$ cat src/tqfl_pkg.sv
// Shared types and codes for the two-queue feedback lottery scheduler.
// No dependencies; used by the queue, the top level and the checker.
`default_nettype none
package tqfl_pkg;

    // Register indexes on the configuration port (word address).
    localparam logic [1:0] REG_QUANTUM    = 2'd0;
    localparam logic [1:0] REG_THRESHOLD  = 2'd1;
    localparam logic [1:0] REG_FAST_SHARE = 2'd2;

    localparam logic [15:0] QUANTUM_RESET    = 16'd100;
    localparam logic [6:0]  THRESHOLD_RESET  = 7'd50;
    localparam logic [6:0]  FAST_SHARE_RESET = 7'd70;

    // Exit state of a returning process.
    localparam logic [1:0] EXIT_READY    = 2'd0;
    localparam logic [1:0] EXIT_BLOCKED  = 2'd1;
    localparam logic [1:0] EXIT_FINISHED = 2'd2;

    // Where the returning process went.
    localparam logic [2:0] DEST_NONE     = 3'd0;
    localparam logic [2:0] DEST_FAST     = 3'd1;
    localparam logic [2:0] DEST_SLOW     = 3'd2;
    localparam logic [2:0] DEST_BLOCKED  = 3'd3;
    localparam logic [2:0] DEST_FINISHED = 3'd4;

    localparam logic [1:0] ERR_OK         = 2'd0;
    localparam logic [1:0] ERR_BAD_EXIT   = 2'd1;
    localparam logic [1:0] ERR_QUEUE_FULL = 2'd2;
    localparam logic [1:0] ERR_UNUSED     = 2'd3;

    localparam logic CLASS_FAST = 1'b0;
    localparam logic CLASS_SLOW = 1'b1;

    localparam logic QUEUE_FAST = 1'b0;
    localparam logic QUEUE_SLOW = 1'b1;

    // Usage product width: 65535 * 100 and 127 * 65535 both fit in 23 bits.
    localparam int unsigned USAGE_BITS = 23;
    localparam logic [USAGE_BITS-1:0] PERCENT_SCALE = 23'd100;

    typedef struct packed {
        logic nonempty;
        logic full;
    } queue_status_t;

endpackage
`default_nettype wire

$ cat src/two_queue_feedback_lottery_scheduler_unit.sv
// Top level of the two-queue feedback lottery scheduler: APB registers,
// request sequencing and result register. Depends on tqfl_pkg, tqfl_queue.
`default_nettype none
// Each request passes through a push state and a pop state: in the push
// state the returning process is classed and pushed into the fast or slow
// queue, in the pop state a pid is drawn from one queue and written to the
// result register. Each queue is a row of shifting cells that moves by at
// most one slot a cycle, so the push and the pop take separate states; a new
// request is taken in the pop state of the previous one as long as the result
// register is free or being emptied. There is no clearing pass after reset.
// Registers sit at byte addresses 0 (quantum), 4 (threshold percent) and 8 (fast share percent).
module two_queue_feedback_lottery_scheduler_unit #(
    parameter int QUEUE_DEPTH = 16,
    parameter int PID_BITS    = 8
) (
    input  wire logic                aclk,
    input  wire logic                aresetn,
    // APB configuration port
    input  wire logic                psel,
    input  wire logic                penable,
    input  wire logic                pwrite,
    input  wire logic [3:0]          paddr,
    input  wire logic [31:0]         pwdata,
    output logic      [31:0]         prdata,
    output logic                     pready,
    // Request channel
    input  wire logic                s_valid,
    output logic                     s_ready,
    input  wire logic                s_has_current,
    input  wire logic [PID_BITS-1:0] s_pid,
    input  wire logic [15:0]         s_used_time,
    input  wire logic [1:0]          s_exit_state,
    input  wire logic [6:0]          s_random_draw,
    // Result channel
    output logic                     m_valid,
    input  wire logic                m_ready,
    output logic                     m_selected_valid,
    output logic      [PID_BITS-1:0] m_selected_pid,
    output logic                     m_selected_queue,
    output logic      [2:0]          m_routed_dest,
    output logic                     m_routed_class,
    output logic      [1:0]          m_error_code
);

    localparam int UB = tqfl_pkg::USAGE_BITS;

    localparam logic [1:0] ST_IDLE = 2'd0;
    localparam logic [1:0] ST_PUSH = 2'd1;
    localparam logic [1:0] ST_POP  = 2'd2;

    // Configuration registers
    logic [15:0]   quantum_reg;
    logic [6:0]    threshold_reg;
    logic [6:0]    share_reg;
    logic [UB-1:0] limit_reg;
    logic          cfg_write;

    // Sequencing
    logic [1:0] state_reg;
    logic [1:0] state_next;
    logic       accept;
    logic       out_free;

    // Captured request
    logic                has_current_reg;
    logic [PID_BITS-1:0] pid_reg;
    logic [UB-1:0]       usage_reg;
    logic [1:0]          exit_reg;
    logic [6:0]          draw_reg;

    // Routing outcome of the push cycle
    logic [2:0] dest_reg;
    logic       class_reg;
    logic [1:0] err_reg;
    logic [2:0] dest_next;
    logic       class_next;
    logic [1:0] err_next;
    logic       push_fast;
    logic       push_slow;
    logic       cls;

    // Queues
    logic                    pop_fast;
    logic                    pop_slow;
    logic [PID_BITS-1:0]     fast_head;
    logic [PID_BITS-1:0]     slow_head;
    tqfl_pkg::queue_status_t fast_status;
    tqfl_pkg::queue_status_t slow_status;
    logic                    take_fast;
    logic                    take_slow;

    // Result register
    logic                m_valid_reg;
    logic                sel_valid_reg;
    logic [PID_BITS-1:0] sel_pid_reg;
    logic                sel_queue_reg;
    logic [2:0]          dest_out_reg;
    logic                class_out_reg;
    logic [1:0]          err_out_reg;

    // ---------------------------------------------------------------
    // Configuration
    // ---------------------------------------------------------------
    assign pready    = 1'b1;
    assign cfg_write = psel && penable && pwrite && pready;

    always_ff @(posedge aclk) begin
        if (!aresetn) begin
            quantum_reg   <= tqfl_pkg::QUANTUM_RESET;
            threshold_reg <= tqfl_pkg::THRESHOLD_RESET;
            share_reg     <= tqfl_pkg::FAST_SHARE_RESET;
        end else if (cfg_write) begin
            case (paddr[3:2])
                tqfl_pkg::REG_QUANTUM:    quantum_reg   <= pwdata[15:0];
                tqfl_pkg::REG_THRESHOLD:  threshold_reg <= pwdata[6:0];
                tqfl_pkg::REG_FAST_SHARE: share_reg     <= pwdata[6:0];
                default: ;
            endcase
        end
    end

    always_comb begin
        case (paddr[3:2])
            tqfl_pkg::REG_QUANTUM:    prdata = {16'd0, quantum_reg};
            tqfl_pkg::REG_THRESHOLD:  prdata = {25'd0, threshold_reg};
            tqfl_pkg::REG_FAST_SHARE: prdata = {25'd0, share_reg};
            default:                  prdata = 32'd0;
        endcase
    end

    // The class limit is a registered copy that only moves on configuration
    // writes; the user must make these while idle, which is not enforced.
    always_ff @(posedge aclk) begin
        limit_reg <= UB'({16'd0, threshold_reg} * {7'd0, quantum_reg});
    end

    // ---------------------------------------------------------------
    // Sequencing
    // ---------------------------------------------------------------
    assign out_free = !m_valid_reg || m_ready;
    assign s_ready  = (state_reg == ST_IDLE) || ((state_reg == ST_POP) && out_free);
    assign accept   = s_valid && s_ready;

    always_comb begin
        state_next = state_reg;
        case (state_reg)
            ST_IDLE: begin
                if (accept) begin
                    state_next = ST_PUSH;
                end
            end
            ST_PUSH: state_next = ST_POP;
            ST_POP: begin
                if (out_free) begin
                    state_next = accept ? ST_PUSH : ST_IDLE;
                end
            end
            default: state_next = ST_IDLE;
        endcase
    end

    always_ff @(posedge aclk) begin
        if (!aresetn) begin
            state_reg <= ST_IDLE;
        end else begin
            state_reg <= state_next;
        end
    end

    always_ff @(posedge aclk) begin
        if (accept) begin
            has_current_reg <= s_has_current;
            pid_reg         <= s_pid;
            usage_reg       <= UB'({7'd0, s_used_time} * tqfl_pkg::PERCENT_SCALE);
            exit_reg        <= s_exit_state;
            draw_reg        <= s_random_draw;
        end
    end

    // ---------------------------------------------------------------
    // Push cycle: class the returning process and route it
    // ---------------------------------------------------------------
    assign cls = (usage_reg < limit_reg) ? tqfl_pkg::CLASS_FAST : tqfl_pkg::CLASS_SLOW;

    always_comb begin
        dest_next  = tqfl_pkg::DEST_NONE;
        class_next = tqfl_pkg::CLASS_FAST;
        err_next   = tqfl_pkg::ERR_OK;
        push_fast  = 1'b0;
        push_slow  = 1'b0;
        if (has_current_reg) begin
            class_next = cls;
            case (exit_reg)
                tqfl_pkg::EXIT_READY: begin
                    if (cls == tqfl_pkg::CLASS_FAST) begin
                        dest_next = tqfl_pkg::DEST_FAST;
                        push_fast = (state_reg == ST_PUSH);
                        if (fast_status.full) begin
                            err_next = tqfl_pkg::ERR_QUEUE_FULL;
                        end
                    end else begin
                        dest_next = tqfl_pkg::DEST_SLOW;
                        push_slow = (state_reg == ST_PUSH);
                        if (slow_status.full) begin
                            err_next = tqfl_pkg::ERR_QUEUE_FULL;
                        end
                    end
                end
                tqfl_pkg::EXIT_BLOCKED:  dest_next = tqfl_pkg::DEST_BLOCKED;
                tqfl_pkg::EXIT_FINISHED: dest_next = tqfl_pkg::DEST_FINISHED;
                default:                 err_next  = tqfl_pkg::ERR_BAD_EXIT;
            endcase
        end
    end

    always_ff @(posedge aclk) begin
        if (state_reg == ST_PUSH) begin
            dest_reg  <= dest_next;
            class_reg <= class_next;
            err_reg   <= err_next;
        end
    end

    // ---------------------------------------------------------------
    // Queues
    // ---------------------------------------------------------------
    tqfl_queue #(
        .DEPTH    (QUEUE_DEPTH),
        .PID_BITS (PID_BITS)
    ) u_fast_queue (
        .aclk     (aclk),
        .aresetn  (aresetn),
        .push     (push_fast),
        .push_pid (pid_reg),
        .pop      (pop_fast),
        .head_pid (fast_head),
        .status   (fast_status)
    );

    tqfl_queue #(
        .DEPTH    (QUEUE_DEPTH),
        .PID_BITS (PID_BITS)
    ) u_slow_queue (
        .aclk     (aclk),
        .aresetn  (aresetn),
        .push     (push_slow),
        .push_pid (pid_reg),
        .pop      (pop_slow),
        .head_pid (slow_head),
        .status   (slow_status)
    );

    // ---------------------------------------------------------------
    // Pop cycle: lottery between the queues
    // ---------------------------------------------------------------
    assign take_fast = fast_status.nonempty && (!slow_status.nonempty || (draw_reg < share_reg));
    assign take_slow = !take_fast && slow_status.nonempty;
    assign pop_fast  = (state_reg == ST_POP) && out_free && take_fast;
    assign pop_slow  = (state_reg == ST_POP) && out_free && take_slow;

    always_ff @(posedge aclk) begin
        if (!aresetn) begin
            m_valid_reg <= 1'b0;
        end else if ((state_reg == ST_POP) && out_free) begin
            m_valid_reg <= 1'b1;
        end else if (m_ready) begin
            m_valid_reg <= 1'b0;
        end
    end

    always_ff @(posedge aclk) begin
        if ((state_reg == ST_POP) && out_free) begin
            sel_valid_reg <= take_fast || take_slow;
            if (take_fast) begin
                sel_pid_reg   <= fast_head;
                sel_queue_reg <= tqfl_pkg::QUEUE_FAST;
            end else if (take_slow) begin
                sel_pid_reg   <= slow_head;
                sel_queue_reg <= tqfl_pkg::QUEUE_SLOW;
            end else begin
                sel_pid_reg   <= '0;
                sel_queue_reg <= tqfl_pkg::QUEUE_FAST;
            end
            dest_out_reg  <= dest_reg;
            class_out_reg <= class_reg;
            err_out_reg   <= err_reg;
        end
    end

    assign m_valid          = m_valid_reg;
    assign m_selected_valid = sel_valid_reg;
    assign m_selected_pid   = sel_pid_reg;
    assign m_selected_queue = sel_queue_reg;
    assign m_routed_dest    = dest_out_reg;
    assign m_routed_class   = class_out_reg;
    assign m_error_code     = err_out_reg;

endmodule
`default_nettype wire

$ cat src/tqfl_cell.sv
// One storage cell of a shifting queue: holds one pid and takes its
// neighbor's pid when the queue pops. No package dependency.
`default_nettype none
module tqfl_cell #(
    parameter int PID_BITS = 8
) (
    input  wire logic                aclk,
    input  wire logic                shift,
    input  wire logic                load,
    input  wire logic [PID_BITS-1:0] din_new,
    input  wire logic [PID_BITS-1:0] din_next,
    output logic      [PID_BITS-1:0] dout
);

    logic [PID_BITS-1:0] pid_reg;

    // Push and pop never happen in the same cycle, so the order is free.
    always_ff @(posedge aclk) begin
        if (shift) begin
            pid_reg <= din_next;
        end else if (load) begin
            pid_reg <= din_new;
        end
    end

    assign dout = pid_reg;

endmodule
`default_nettype wire

$ cat src/tqfl_queue.sv
// Shifting FIFO built from a row of tqfl_cell; the head is always cell 0.
// Depends on tqfl_pkg and tqfl_cell.
`default_nettype none
module tqfl_queue #(
    parameter int DEPTH    = 16,
    parameter int PID_BITS = 8
) (
    input  wire logic                  aclk,
    input  wire logic                  aresetn,
    input  wire logic                  push,
    input  wire logic [PID_BITS-1:0]   push_pid,
    input  wire logic                  pop,
    output logic      [PID_BITS-1:0]   head_pid,
    output tqfl_pkg::queue_status_t    status
);

    localparam int CW = $clog2(DEPTH + 1);

    logic [CW-1:0]       count_reg;
    logic [CW-1:0]       count_next;
    logic                full;
    logic                do_push;
    logic                do_pop;
    logic [PID_BITS-1:0] cell_data [DEPTH];

    assign full    = (count_reg == CW'(DEPTH));
    assign do_push = push && !full;
    assign do_pop  = pop && (count_reg != '0);

    always_comb begin
        count_next = count_reg;
        if (do_push) begin
            count_next = count_reg + CW'(1);
        end else if (do_pop) begin
            count_next = count_reg - CW'(1);
        end
    end

    always_ff @(posedge aclk) begin
        if (!aresetn) begin
            count_reg <= '0;
        end else begin
            count_reg <= count_next;
        end
    end

    // The tail slot is the first empty cell, whose index equals the count.
    for (genvar i = 0; i < DEPTH; i++) begin : g_cell
        logic [PID_BITS-1:0] next_data;
        if (i == DEPTH - 1) begin : g_last
            assign next_data = '0;
        end else begin : g_mid
            assign next_data = cell_data[i+1];
        end
        tqfl_cell #(
            .PID_BITS (PID_BITS)
        ) u_cell (
            .aclk     (aclk),
            .shift    (do_pop),
            .load     (do_push && (count_reg == CW'(i))),
            .din_new  (push_pid),
            .din_next (next_data),
            .dout     (cell_data[i])
        );
    end

    assign head_pid        = cell_data[0];
    assign status.nonempty = (count_reg != '0);
    assign status.full     = full;

endmodule
`default_nettype wire

$ cat config.mk
export PLATFORM = sky130hd
export DESIGN_NAME = two_queue_feedback_lottery_scheduler_unit
export DESIGN_NICKNAME = d
export VERILOG_FILES = /design/src/tqfl_pkg.sv /design/src/two_queue_feedback_lottery_scheduler_unit.sv /design/src/tqfl_cell.sv /design/src/tqfl_queue.sv
export SDC_FILE = /design/constraint.sdc
export NUM_CORES = 1
export LEC_CHECK = 0
export BUFFER_PORTS_ARGS = -buffer_cell sky130_fd_sc_hd__buf_4
export CAP_MARGIN = 5
export CORE_MARGIN = 2
export CORE_UTILIZATION = 35
export DETAILED_ROUTE_END_ITERATION = 12
export PLACE_DENSITY = 0.59
export SETUP_SLACK_MARGIN = 0.02
export SLEW_MARGIN = 20
export SYNTH_ARGS = -nofsm -noshare
export SYNTH_HDL_FRONTEND = slang
export SYNTH_SLANG_ARGS = --single-unit
$ cat constraint.sdc
create_clock -name aclk -period 5.9 [get_ports aclk]
set_input_delay 0.59 -clock aclk [delete_from_list [all_inputs] [get_ports aclk]]
set_output_delay 0.59 -clock aclk [all_outputs]
set_load 0.01 [all_outputs]
==> results.py <==
metrics = {
    "run_status": {
        "outcome": "completed",
    },
    "worst_setup_path": {
        "worstSetupPathType": "reg -> reg",
        "end_kind": "flip-flop",
        "start_kind": "flip-flop",
        "path_delay_family": "adder cells",
        "cp_num_buf_inv": 2,
        "r2r_setup_slack_ns": 0.98,
        "arrival_ns": 5.37,
        "cp.required_ns": 6.35,
        "max_stage_delay_ns": 0.74,
        "crit_chain": "and2_1, fa_1, fa_1, fa_1, inv_1, fa_1, inv_1, ha_1, or3_1, o21ai_0, o31a_1, a31oi_1, o311ai_0",
        "path_common_cell": "fa_1",
        "path_max_fanout": 18,
        "cpMaxStageDelayCell": "dfxtp_1",
    },
    "grt": {
        "antenna_found_initial": 1,
        "grt_pass1_vias": 14032,
        "grt_start_max_net_pins": 107,
        "grt-ovfl-total": 0,
        "grt_pass1_wl_mm": 70.3,
        "grtUsageTotal": 0.137,
    },
    "layout": {
        "multiInputGateArea_sq_um": 9160,
        "areaGrowthSynthToFinish_pct": 14.3,
        "layout.nets": 2147,
        "fill_cells": 5648,
        "regArea_sq_um": 10700,
        "diodes": 0,
        "layout-drive-gt1-share": 0.113,
    },
    "sta": {
        "timing.fmax_mhz": 203,
        "setup_violations": 0,
        "holdWs_ns": 0.202,
        "fin_crit_ns": 4.92,
        "fin_crit_sh": 0.834,
        "finalHoldViolations": 0,
        "timing.final.ws_setup_ns": 0.980,
        "rsz0062_at_grt": "false",
        "slew_viol_final": 0,
        "setup_tns_ns": 0,
        "finalClockSkew_ns": 0.0175,
        "tightest_slew_ns": 1.06,
        "slew_headroom": 0.288,
    },
    "synth": {
        "synth_edf_count": 301,
        "syn_area_sq_um": 20900,
        "synth_cells": 1779,
        "ys_warn_count": 0,
        "ys_types": 68,
        "synth_ff_type": "edfxtp_1",
        "ys_seq_area_frac": 0.510,
        "ys_async_sr_fraction": 0,
        "synth_area_per_cell_sq_um": 11.8,
        "synth-seq-cells": 383,
    },
    "flow_run": {
        "drv_cap": 0,
    },
    "die": {
        "dieArea_sq_um": 61700,
        "coreArea_sq_um": 59000,
        "io_pins": 128,
        "fp.dieH_um": 248,
        "chipWidth_um": 248,
        "start_util": 0.355,
        "num_rows": 89,
    },
    "hold_path": {
        "hold_class": "in -> reg",
    },
    "clock_tree": {
        "cts_root_buf": "clkbuf_16",
        "cts_buffers": 44,
        "ctsHoldBuffers": 0,
        "clock_latency_ns": 0.57,
        "clk_pin_slew_ns": 0.06,
        "cts.sinks": 383,
        "h-tree-depth": 2,
        "cts_resized": 0,
        "cts_setup_buffers": 0,
        "cts.path.max_buffers": 3,
        "tritoncts": "done",
    },
    "drt": {
        "routed_wl_mm": 41.9,
        "remaining_drc_errors": 0,
        "drtIter0Drc": 773,
        "routed_via_density": 4.98,
        "avgRoutedWirePerCell_um": 15.7,
        "vias": 13290,
        "ant_nets": 0,
        "drt-pass1-iter-count": 5,
    },
    "place": {
        "dpl_worst_slack_ns": 0.980,
        "numPortBuffers": 92,
        "dp_hpwl_mm": 30.1,
        "gp_routability_congestion": 0.805,
    },
    "power": {
        "ir_drop_uv": 219,
        "power.density_nw_per_um2": 279,
        "p_leak_nw": 10.9,
    },
}
## area by class of cell
type,count,share of cell area
Tap cell,773,0.0404
Inverter,180,0.0282
Sequential cell,383,0.446
Clock buffer,55,0.0499
Multi-Input combinational cell,1124,0.383
Timing Repair Buffer,124,0.0394
Clock inverter,27,0.0128
## Yosys cell counts (3+ instances only)
| cell | n | area share |
|---|---|---|
| a211oi_1 | 9 | 0.0032 |
| a21o_1 | 263 | 0.094 |
| a21oi_1 | 51 | 0.012 |
| a22o_1 | 9 | 0.0038 |
| a311oi_1 | 4 | 0.0017 |
| a31o_2 | 6 | 0.0025 |
| a31oi_1 | 5 | 0.0015 |
| and2_0 | 8 | 0.0024 |
| and2_1 | 92 | 0.028 |
| and3_1 | 18 | 0.0054 |
| and4_1 | 3 | 0.0013 |
| buf_1 | 13 | 0.0023 |
| buf_2 | 12 | 0.0029 |
| buf_4 | 17 | 0.0061 |
| clkbuf_1 | 62 | 0.011 |
| dfxtp_1 | 82 | 0.078 |
| edfxtp_1 | 301 | 0.43 |
| fa_1 | 80 | 0.077 |
| ha_1 | 133 | 0.080 |
| inv_1 | 179 | 0.032 |
| mux2i_1 | 39 | 0.019 |
| nand2_1 | 114 | 0.020 |
| nand2b_1 | 10 | 0.0030 |
| nand3_1 | 19 | 0.0045 |
| nand3b_1 | 4 | 0.0014 |
| nand4_1 | 6 | 0.0018 |
| nor2_1 | 61 | 0.011 |
| nor2b_1 | 14 | 0.0042 |
| nor3_1 | 19 | 0.0045 |
| nor3b_1 | 8 | 0.0029 |
| o211a_1 | 3 | 0.0014 |
| o211ai_1 | 9 | 0.0032 |
| o21a_1 | 3 | 0.0011 |
| o21ai_0 | 23 | 0.0055 |
| o21bai_1 | 5 | 0.0018 |
| o31a_1 | 4 | 0.0017 |
| o31ai_1 | 12 | 0.0043 |
| o41ai_1 | 4 | 0.0017 |
| or3_1 | 11 | 0.0033 |
| xnor2_1 | 18 | 0.0075 |
| xor2_1 | 8 | 0.0033 |
## routing by layer
metal	vias up	track usage	routed length, um	share of wire
li1	6385	-	-	-
met1	6638	0.169	18200	0.44
met2	204	0.242	21000	0.50
met3	63	0.0265	1750	0.042
met4	0	0.0423	944	0.023
met5	-	0	0	0
## stage by stage
| step | utilization | std cells | cell area, sq um | total power (W) |
|---|---|---|---|---|
| 2_1_floorplan | - | 1794 | 21000 | 0.00373 |
| 3_3_place_gp | 0.379 | 2583 | 22400 | 0.00393 |
| 3_5_place_dp | 0.379 | 2583 | 22400 | 0.00396 |
| 4_1_cts | 0.405 | 2665 | 23900 | 0.00676 |
| 5_1_grt | 0.405 | 2666 | 23900 | 0.00698 |
| 6_report | 0.405 | 2666 | 23900 | 0.00666 |
## logic make-up after synthesis
kind of cell | Yosys count | synth area share
xor+xnor | 26 | 0.0109
fa+ha+maj | 213 | 0.156
simple gates | 396 | 0.0974
flops | 383 | 0.510
other cells | 2 | 0.000359
buf+inv | 287 | 0.0565
compound gates | 433 | 0.150
mux | 39 | 0.0187
## final timing paths
path                                                     from                         end  cells after the start
worst max-delay path            threshold_reg[3]$_SDFFE_PN0P_       limit_reg[21]$_DFF_P_                     13
worst min-delay path                         s_random_draw[3]       draw_reg[3]$_DFFE_PP_                      1
worst max register to register  threshold_reg[3]$_SDFFE_PN0P_       limit_reg[21]$_DFF_P_                     13
worst min register to register      dest_reg[2]$_SDFFCE_PN0N_  m_routed_dest[2]$_DFFE_PP_                      0
## report_power, final
part           internal [W]  switching, W  leakage, nW
clock network       0.00167       0.00111        0.733
registers           0.00302     0.0000404         3.41
logic              0.000369      0.000457         6.72
total               0.00506       0.00160         10.9
## cell usage in the layout (no fill, tap or decap), types with 18 or more instances in the layout
cell	instances
nor2_1	61
and2_1	92
edfxtp_1	301
buf_4	123
mux2i_1	39
nand2_1	114
xnor2_1	18
inv_1	179
nor3_1	18
clkbuf_16	45
and3_1	18
fa_1	80
nand3_1	19
ha_1	133
a21o_1	263
o21ai_0	22
dfxtp_1	82
a21oi_1	50
(Power assumes the default switching activity.)
